===== src/design/odtm_pkg.sv =====
package odtm_pkg;

    localparam int DATA_W    = 16;
    localparam int SIZE_W    = 4;
    localparam int ENTRY_W   = 6;
    localparam int CFG_IDX_W = 2;

    localparam logic [CFG_IDX_W-1:0] CFG_MATRIX_SIZE = 2'd0;
    localparam logic [CFG_IDX_W-1:0] CFG_HIGH_OUTPUT = 2'd1;
    localparam logic [CFG_IDX_W-1:0] CFG_LOW_OUTPUT  = 2'd2;

    localparam logic CMD_LOAD  = 1'b0;
    localparam logic CMD_PIXEL = 1'b1;

    localparam logic [SIZE_W-1:0] SIZE_RESET = 4'd4;
    localparam logic [DATA_W-1:0] HIGH_RESET = 16'd255;
    localparam logic [DATA_W-1:0] LOW_RESET  = 16'd0;

    localparam int Q_DEPTH = 4;
    localparam int Q_PTR_W = 2;
    localparam int Q_CNT_W = 3;

    // Reciprocal of each side length, scaled by 2**RECIP_SHIFT and rounded down.
    localparam int RECIP_SHIFT = 17;
    localparam int RECIP_W     = 18;
    localparam logic [RECIP_W-1:0] RECIP [0:8] = '{
        18'd131072, 18'd131072, 18'd65536, 18'd43690, 18'd32768,
        18'd26214,  18'd21845,  18'd18724, 18'd16384
    };

    typedef struct packed {
        logic [SIZE_W-1:0] side;
        logic [DATA_W-1:0] high;
        logic [DATA_W-1:0] low;
    } t_cfg;

endpackage


===== src/design/odtm_front.sv =====
module odtm_front #(
    parameter int MAX_DIM = 8,
    parameter int ENT_W   = 24
) (
    input  logic                      i_clk,
    input  logic                      i_rst_n,
    input  odtm_pkg::t_cfg            i_cfg,
    input  logic                      i_valid,
    output logic                      o_ready,
    input  logic                      i_command,
    input  logic [odtm_pkg::DATA_W-1:0] i_row,
    input  logic [odtm_pkg::DATA_W-1:0] i_col,
    input  logic [odtm_pkg::DATA_W-1:0] i_sample,
    input  logic [odtm_pkg::Q_CNT_W-1:0] i_q_count,
    output logic                      o_push,
    output logic [ENT_W-1:0]          o_entry
);
    import odtm_pkg::*;

    localparam int IDX_W = (MAX_DIM > 1) ? $clog2(MAX_DIM) : 1;
    localparam int AW    = (MAX_DIM > 1) ? $clog2(MAX_DIM * MAX_DIM) : 1;
    localparam int PROD_W = DATA_W + RECIP_W;

    logic              r_valid;
    logic              r_pixel;
    logic [DATA_W-1:0] r_row;
    logic [DATA_W-1:0] r_col;
    logic [DATA_W-1:0] r_qrow;
    logic [DATA_W-1:0] r_qcol;
    logic [DATA_W-1:0] r_sample;

    logic              w_accept;
    logic [RECIP_W-1:0] w_recip;
    logic [PROD_W-1:0] w_prow;
    logic [PROD_W-1:0] w_pcol;
    logic [DATA_W:0]   w_rrow;
    logic [DATA_W:0]   w_rcol;
    logic [DATA_W:0]   w_rrow_fix;
    logic [DATA_W:0]   w_rcol_fix;
    logic [IDX_W-1:0]  w_row_idx;
    logic [IDX_W-1:0]  w_col_idx;
    logic              w_in_range;
    logic [AW-1:0]     w_addr;

    assign o_ready  = (i_q_count + Q_CNT_W'(r_valid)) < Q_CNT_W'(Q_DEPTH);
    assign w_accept = i_valid && o_ready;

    assign w_recip = RECIP[i_cfg.side];
    assign w_prow  = PROD_W'(i_row) * PROD_W'(w_recip);
    assign w_pcol  = PROD_W'(i_col) * PROD_W'(w_recip);

    always_ff @(posedge i_clk) begin
        if (!i_rst_n) begin
            r_valid <= 1'b0;
        end else begin
            r_valid <= w_accept;
        end
    end

    always_ff @(posedge i_clk) begin
        if (w_accept) begin
            r_pixel  <= (i_command == CMD_PIXEL);
            r_row    <= i_row;
            r_col    <= i_col;
            r_sample <= i_sample;
            r_qrow   <= w_prow[RECIP_SHIFT +: DATA_W];
            r_qcol   <= w_pcol[RECIP_SHIFT +: DATA_W];
        end
    end

    // The estimated quotient is exact or one short, so one correction finishes the remainder.
    always_comb begin
        w_rrow = (DATA_W + 1)'(r_row) - (DATA_W + 1)'(r_qrow * i_cfg.side);
        w_rcol = (DATA_W + 1)'(r_col) - (DATA_W + 1)'(r_qcol * i_cfg.side);
        w_rrow_fix = (w_rrow >= (DATA_W + 1)'(i_cfg.side))
                   ? w_rrow - (DATA_W + 1)'(i_cfg.side) : w_rrow;
        w_rcol_fix = (w_rcol >= (DATA_W + 1)'(i_cfg.side))
                   ? w_rcol - (DATA_W + 1)'(i_cfg.side) : w_rcol;
        w_in_range = (r_row < DATA_W'(MAX_DIM)) && (r_col < DATA_W'(MAX_DIM));
        if (r_pixel) begin
            w_row_idx = w_rrow_fix[IDX_W-1:0];
            w_col_idx = w_rcol_fix[IDX_W-1:0];
        end else begin
            w_row_idx = r_row[IDX_W-1:0];
            w_col_idx = r_col[IDX_W-1:0];
        end
        w_addr = AW'(AW'(w_row_idx) * AW'(MAX_DIM)) + AW'(w_col_idx);
    end

    assign o_push  = r_valid;
    assign o_entry = {r_pixel, w_in_range, w_addr, r_sample};

endmodule


===== src/design/odtm_queue.sv =====
module odtm_queue #(
    parameter int WIDTH = 24
) (
    input  logic                         i_clk,
    input  logic                         i_rst_n,
    input  logic                         i_push,
    input  logic [WIDTH-1:0]             i_entry,
    input  logic                         i_pop,
    output logic [WIDTH-1:0]             o_head,
    output logic                         o_not_empty,
    output logic [odtm_pkg::Q_CNT_W-1:0] o_count
);
    import odtm_pkg::*;

    logic [WIDTH-1:0]   r_slot [0:Q_DEPTH-1];
    logic [Q_PTR_W-1:0] r_wr_ptr;
    logic [Q_PTR_W-1:0] r_rd_ptr;
    logic [Q_CNT_W-1:0] r_count;
    logic [Q_CNT_W-1:0] n_count;
    logic               w_pop;

    assign w_pop       = i_pop && (r_count != '0);
    assign o_head      = r_slot[r_rd_ptr];
    assign o_not_empty = (r_count != '0);
    assign o_count     = r_count;

    always_comb begin
        n_count = r_count;
        if (i_push && !w_pop) begin
            n_count = r_count + Q_CNT_W'(1);
        end else if (!i_push && w_pop) begin
            n_count = r_count - Q_CNT_W'(1);
        end
    end

    always_ff @(posedge i_clk) begin
        if (!i_rst_n) begin
            r_wr_ptr <= '0;
            r_rd_ptr <= '0;
            r_count  <= '0;
        end else begin
            r_count <= n_count;
            if (i_push) begin
                r_wr_ptr <= r_wr_ptr + Q_PTR_W'(1);
            end
            if (w_pop) begin
                r_rd_ptr <= r_rd_ptr + Q_PTR_W'(1);
            end
        end
    end

    always_ff @(posedge i_clk) begin
        if (i_push) begin
            r_slot[r_wr_ptr] <= i_entry;
        end
    end

endmodule


===== src/design/odtm_back.sv =====
module odtm_back #(
    parameter int MAX_DIM = 8,
    parameter int ENT_W   = 24
) (
    input  logic                        i_clk,
    input  logic                        i_rst_n,
    input  odtm_pkg::t_cfg              i_cfg,
    input  logic [ENT_W-1:0]            i_head,
    input  logic                        i_not_empty,
    output logic                        o_pop,
    output logic                        o_valid,
    input  logic                        i_ready,
    output logic [odtm_pkg::DATA_W-1:0] o_dithered
);
    import odtm_pkg::*;

    localparam int AW    = (MAX_DIM > 1) ? $clog2(MAX_DIM * MAX_DIM) : 1;
    localparam int CELLS = MAX_DIM * MAX_DIM;
    localparam int D_W   = 2 * SIZE_W - 1;
    localparam int DV_W  = DATA_W + D_W;
    localparam int HE_W  = DATA_W + ENTRY_W + 1;
    localparam int HD_W  = DATA_W + D_W;
    localparam int CMP_W = DV_W + 3;

    logic [ENTRY_W-1:0] r_mem [0:CELLS-1];

    logic               w_pixel;
    logic               w_in_range;
    logic [AW-1:0]      w_addr;
    logic [DATA_W-1:0]  w_sample;
    logic               w_en1;
    logic               w_en2;
    logic               w_en3;
    logic [2*SIZE_W-1:0] w_side_ext;
    logic [DV_W-1:0]    w_dv;
    logic [HE_W-1:0]    w_he;
    logic [HD_W-1:0]    w_hd;
    logic [CMP_W-1:0]   w_lhs;

    logic [D_W-1:0]     r_d;
    logic [HD_W-1:0]    r_hd;
    logic [CMP_W-1:0]   r_rhs;
    logic               r_v1;
    logic               r_v2;
    logic               r_v3;
    logic [ENTRY_W-1:0] r_e1;
    logic [DV_W+1:0]    r_dv1;
    logic [DV_W+1:0]    r_dv2;
    logic [HE_W:0]      r_he2;
    logic [DATA_W-1:0]  r_out;

    assign {w_pixel, w_in_range, w_addr, w_sample} = i_head;

    assign w_en3 = !r_v3 || i_ready;
    assign w_en2 = !r_v2 || w_en3;
    assign w_en1 = !r_v1 || w_en2;
    assign o_pop = i_not_empty && w_en1;

    assign w_side_ext = (2 * SIZE_W)'(i_cfg.side);
    assign w_hd  = HD_W'(i_cfg.high) * HD_W'(r_d);
    assign w_dv  = DV_W'(r_d) * DV_W'(w_sample);
    assign w_he  = HE_W'(i_cfg.high) * (HE_W'(r_e1) + HE_W'(1));
    assign w_lhs = CMP_W'(r_dv2) + CMP_W'(r_he2);

    always_ff @(posedge i_clk) begin
        r_d   <= D_W'(w_side_ext * w_side_ext);
        r_hd  <= w_hd;
        r_rhs <= CMP_W'({r_hd, 1'b0}) + CMP_W'(r_hd);
    end

    always_ff @(posedge i_clk) begin
        if (o_pop && !w_pixel && w_in_range) begin
            r_mem[w_addr] <= w_sample[ENTRY_W-1:0];
        end
        if (w_en1) begin
            r_e1  <= r_mem[w_addr];
            r_dv1 <= {w_dv, 2'b00};
        end
        if (w_en2) begin
            r_dv2 <= r_dv1;
            r_he2 <= {w_he, 1'b0};
        end
        if (w_en3) begin
            r_out <= (w_lhs > r_rhs) ? i_cfg.high : i_cfg.low;
        end
    end

    always_ff @(posedge i_clk) begin
        if (!i_rst_n) begin
            r_v1 <= 1'b0;
            r_v2 <= 1'b0;
            r_v3 <= 1'b0;
        end else begin
            if (w_en1) begin
                r_v1 <= o_pop && w_pixel;
            end
            if (w_en2) begin
                r_v2 <= r_v1;
            end
            if (w_en3) begin
                r_v3 <= r_v2;
            end
        end
    end

    assign o_valid    = r_v3;
    assign o_dithered = r_out;

endmodule


===== src/design/ordered_dither_threshold_matrix.sv =====
// Channel    | Handshake             | Payload
// -----------+-----------------------+-------------------------------------
// input      | i_valid / o_ready     | i_command, i_row, i_col, i_sample
// output     | o_valid / i_ready     | o_dithered
// config     | i_cfg_we              | i_cfg_idx, i_cfg_data
//
// One transaction is accepted per cycle while o_ready is high.
// A pixel passes through the modulo stage, the four-entry queue and three back-end stages.
// Loads travel the same queue, so a pixel always sees every earlier load.
// Reset clears the pipeline and queue and restores the register defaults.
// Output stalls back up the queue; input is held off once queue and front stage hold Q_DEPTH.
module ordered_dither_threshold_matrix #(
    parameter int MAX_DIM = 8
) (
    input  logic                           i_clk,
    input  logic                           i_rst_n,
    input  logic                           i_valid,
    output logic                           o_ready,
    input  logic                           i_command,
    input  logic [odtm_pkg::DATA_W-1:0]    i_row,
    input  logic [odtm_pkg::DATA_W-1:0]    i_col,
    input  logic [odtm_pkg::DATA_W-1:0]    i_sample,
    output logic                           o_valid,
    input  logic                           i_ready,
    output logic [odtm_pkg::DATA_W-1:0]    o_dithered,
    input  logic                           i_cfg_we,
    input  logic [odtm_pkg::CFG_IDX_W-1:0] i_cfg_idx,
    input  logic [odtm_pkg::DATA_W-1:0]    i_cfg_data
);
    import odtm_pkg::*;

    localparam int AW    = (MAX_DIM > 1) ? $clog2(MAX_DIM * MAX_DIM) : 1;
    localparam int ENT_W = 2 + AW + DATA_W;

    logic [SIZE_W-1:0] r_size;
    logic [DATA_W-1:0] r_high;
    logic [DATA_W-1:0] r_low;
    t_cfg              w_cfg;

    logic               w_push;
    logic [ENT_W-1:0]   w_entry;
    logic               w_pop;
    logic [ENT_W-1:0]   w_head;
    logic               w_not_empty;
    logic [Q_CNT_W-1:0] w_q_count;

    always_ff @(posedge i_clk) begin
        if (!i_rst_n) begin
            r_size <= SIZE_RESET;
            r_high <= HIGH_RESET;
            r_low  <= LOW_RESET;
        end else if (i_cfg_we) begin
            unique case (i_cfg_idx)
                CFG_MATRIX_SIZE: r_size <= i_cfg_data[SIZE_W-1:0];
                CFG_HIGH_OUTPUT: r_high <= i_cfg_data;
                CFG_LOW_OUTPUT:  r_low  <= i_cfg_data;
                default: begin
                end
            endcase
        end
    end

    always_comb begin
        if (r_size == '0) begin
            w_cfg.side = SIZE_W'(1);
        end else if (r_size > SIZE_W'(MAX_DIM)) begin
            w_cfg.side = SIZE_W'(MAX_DIM);
        end else begin
            w_cfg.side = r_size;
        end
        w_cfg.high = r_high;
        w_cfg.low  = r_low;
    end

    odtm_front #(
        .MAX_DIM (MAX_DIM),
        .ENT_W   (ENT_W)
    ) u_front (
        .i_clk     (i_clk),
        .i_rst_n   (i_rst_n),
        .i_cfg     (w_cfg),
        .i_valid   (i_valid),
        .o_ready   (o_ready),
        .i_command (i_command),
        .i_row     (i_row),
        .i_col     (i_col),
        .i_sample  (i_sample),
        .i_q_count (w_q_count),
        .o_push    (w_push),
        .o_entry   (w_entry)
    );

    odtm_queue #(
        .WIDTH (ENT_W)
    ) u_queue (
        .i_clk       (i_clk),
        .i_rst_n     (i_rst_n),
        .i_push      (w_push),
        .i_entry     (w_entry),
        .i_pop       (w_pop),
        .o_head      (w_head),
        .o_not_empty (w_not_empty),
        .o_count     (w_q_count)
    );

    odtm_back #(
        .MAX_DIM (MAX_DIM),
        .ENT_W   (ENT_W)
    ) u_back (
        .i_clk       (i_clk),
        .i_rst_n     (i_rst_n),
        .i_cfg       (w_cfg),
        .i_head      (w_head),
        .i_not_empty (w_not_empty),
        .o_pop       (w_pop),
        .o_valid     (o_valid),
        .i_ready     (i_ready),
        .o_dithered  (o_dithered)
    );

endmodule


===== config.mk =====
export PLATFORM = sky130hd
export DESIGN_NAME = ordered_dither_threshold_matrix
export DESIGN_NICKNAME = d
export VERILOG_FILES = /design/src/design/odtm_pkg.sv /design/src/design/odtm_front.sv /design/src/design/odtm_queue.sv /design/src/design/odtm_back.sv /design/src/design/ordered_dither_threshold_matrix.sv
export SDC_FILE = /design/constraint.sdc
export NUM_CORES = 2
export LEC_CHECK = 0
export ABC_AREA = 1
export BUFFER_PORTS_ARGS = -buffer_cell sky130_fd_sc_hd__buf_2
export CAP_MARGIN = 5
export CORE_MARGIN = 3
export CORE_UTILIZATION = 30
export DETAILED_ROUTE_END_ITERATION = 6
export GPL_TIMING_DRIVEN = 0
export MAX_ROUTING_LAYER = met4
export PLACE_DENSITY_LB_ADDON = 0.25
export REMOVE_ABC_BUFFERS = 1
export SLEW_MARGIN = 20
export SYNTH_ARGS = -nofsm -noshare
export SYNTH_HDL_FRONTEND = slang
export SYNTH_SLANG_ARGS = --single-unit

===== constraint.sdc =====
create_clock -name i_clk -period 15.25 [get_ports i_clk]
set_clock_uncertainty 0.1 [all_clocks]
set_input_delay 1.525 -clock i_clk [delete_from_list [all_inputs] [get_ports i_clk]]
set_output_delay 1.525 -clock i_clk [all_outputs]
set_load 0.02 [all_outputs]

==> metrics <==
fin crit period 10740 ps; CP required 15570 ps; EDFF count, synth 652; largest net degree at the start of global routing 68; leading cell type in the layout, fill and taps excluded nand2_1; Core Util, Final 33.7%; Fillers 21182; CTS resizes 0; syn avg cell area 9.55 um2; Final Cycle Share 70.4%; simple-gate share of the synthesized area 14.8%; VDD IR max 0.000462 V; Slew headroom 23.7%; Initial Util 30.3%; post-synthesis register bit count 755; DP Area 66300 um2; overall routing resource usage 17.2%; WHS 257 ps; IO Count 90; Max Fanout on Critical Path 19; Post-CTS Hold Buffers 0; FF-to-FF path depth 28; Design Area, Final 69200 um2; Post-Route WL 177000 um; Final Total Pwr 15.5 mW; RSZ-0062 raised after global routing no; setup slack after layout 4510 ps; Post-synth ARST share 0%; hold_sp u_back.r_hd[0]$_DFF_P_; adder-cell area share of the yosys netlist 32.5%; Lkg Pwr 31.6 nW; Distinct cells, synth 61; fmax 93.1 MHz; post-synthesis compound-gate area fraction 6.76%; initial antenna violation count 10; RD Place Congestion 0.905; Seq/Total Area, Yosys 34.7%; CP Capture Type flip-flop; crit path kind flip-flop to flip-flop; leading cell types in the layout, fill and taps excluded nand2_1, inv_1, fa_1; IO buf count 89; Layout area overhead 11.0%; core area 206000 um2; Worst Path Arrival 11060 ps; H-tree Lvls 3; Synth Area in XOR/XNOR 2.22%; hold crit path type flip-flop to flip-flop; post-DR vias/cell 4.73; final net count 7859; r2r startpoint r_size[3]$_SDFFE_PN0P_; CTS Buffer Depth 3; DIE HEIGHT 462 um; maxcap violations 0; crit path from r_size[3]$_SDFFE_PN0P_; mux cell area share after synthesis 0%; Routed wire per std cell 18.9 um; WHS Endpoint u_back.r_rhs[0]$_DFF_P_; TritonCTS clock tree built; Max Slew Vio Count 0; Clock transition at path regs 60 ps; Final ANT Viol Nets 0; pre-CTS worst setup slack 4500 ps; endpoints failing hold 0; Ys Warns 0; drt drc 0; r2r endpoint u_front.r_qcol[13]$_DFFE_PP_; number of DRC violations after detailed-routing iteration 0 2624; CTS root buf clkbuf_16; Final setup violation count 0; postcts setup bufs 0; layout cell share with drive strength beyond 1 5.20%; DP Wirelength 137000 um; GR Overflow Total 0; status complete, no violations; routed via count 44275; Worst Tran Pin Value 1140 ps; slowest stage delay, CP 710 ps; die area 213000 um2; worst skew pair latency 690 ps; cell mode on critical path fa_1; crit path launch type flip-flop; TritonCTS Buffers 88; Cells after Synth 6533; vias in the first global route 46500; first-pass GRT wire length 276000 um; slack of the worst reg-to-reg path 4510 ps; Die Wd 462 um; P per Cell Area 224 nW/um2; clock sinks 755; largest family of logic cells by synthesized area adder cells; Mapped Area 62400 um2; Min-Delay Path Depth 0; Detailed Routing Iterations Pass 1 6; critical path's slowest cell nor2_4; Primary FF master, synth edfxtp_1; placement row count 166
==> worst max-delay path, delay by kind of cell, from the launching register on <==
kind | cells | cell delay, ps
and+or+nand+nor | 9 | 3730
adders and majority gates | 8 | 3630
buffers and inverters | 7 | 1430
AOI/OAI and AO/OA | 4 | 1030
DFF | 1 | 480
==> kinds of logic after synthesis <==
family	after synthesis
xor+xnor	158
flops	755
other cells	2
fa+ha+maj	1189
simple gates	2259
buf+inv	1464
compound gates	706
==> per-stage QoR <==
stage / TNS (ps) / instances
final: 0 / 9364
after global routing: 0 / 9364
after global placement: -10180 / 9166
after detailed placement: 0 / 9196
after floorplan: 0 / 6389
after CTS: 0 / 9360
==> registers in the layout, indices dropped and copies added, names as in the netlist, 23 cells and up, named ones only <==
| name | flops |
|---|---|
| u_back.r_mem | 384 |
| u_back.r_rhs | 25 |
| u_back.r_he2 | 23 |
| u_back.r_dv1 | 23 |
| u_queue.r_slot | 96 |
| u_back.r_dv2 | 23 |
| u_back.r_hd | 23 |
==> where the power goes <==
part	internal, mW	leakage, nW	total (mW)	switching, mW
combinational	3.62	23.2	10.1	6.51
clock	1.23	1.42	2.12	0.895
sequential	3.09	6.96	3.28	0.196
==> cells in the mapped netlist, drive strengths merged, types with 2 or more instances <==
cell type	instances	area, um2
o22ai	3	18.8
nand4	87	574
fa	718	14400
a221oi	2	17.5
a21oi	274	1370
nand3	163	856
ha	471	5890
conb	2	7.51
clkinv	5	18.8
xnor2	44	385
inv	1297	4870
a21o	15	113
o221ai	2	17.5
nor3	25	130
xor2	114	998
o21bai	14	109
o211a	2	20.0
nand2	1317	4980
or2	2	12.5
and3	6	37.5
and2	2	12.5
nor4	16	100
nand3b	11	82.6
a31oi	24	150
a32oi	3	33.8
o21ai	171	875
clkbuf	98	368
o31ai	7	57.6
o21a	22	165
a211oi	7	57.6
o211ai	19	143
nor2	630	2420
buf	64	405
edfxtp	652	19600
dfxtp	103	2060
a22oi	136	1020
==> cell type report <==
cell class,instances,area (um2),share of cell area (%)
antenna,4,10.0,0.0145
clock inverter,48,533,0.770
timing repair buffer,119,1130,1.63
multi-input combinational,4332,35200,50.9
clock buffer,116,2410,3.48
tap,2688,3360,4.86
inverter,1302,4920,7.10
sequential,755,21600,31.3
==> worst max-delay path by stage <==
stage | to | slack [ps] | cells past startpoint
floorplan | u_front.r_qrow[11]$_DFFE_PP_ | 6580 | 27
global route | u_front.r_qcol[13]$_DFFE_PP_ | 4050 | 28
finish | u_front.r_qcol[13]$_DFFE_PP_ | 4510 | 28
CTS | u_front.r_qcol[13]$_DFFE_PP_ | 4450 | 28
detailed placement | u_front.r_qcol[13]$_DFFE_PP_ | 4500 | 28
global placement | u_front.r_qrow[11]$_DFFE_PP_ | -620 | 27
==> metal layers <==
layer	vias up	track usage (%)	part of all wire [%]	routed length, um
met5	-	-	0	0
met2	1061	29.2	49	86300
met4	0	5.50	3.2	5660
li1	20925	-	-	-
met1	22028	21.8	44	77300
met3	261	1.63	4.4	7880
Note: power is estimated with default switching activity, not from simulation.
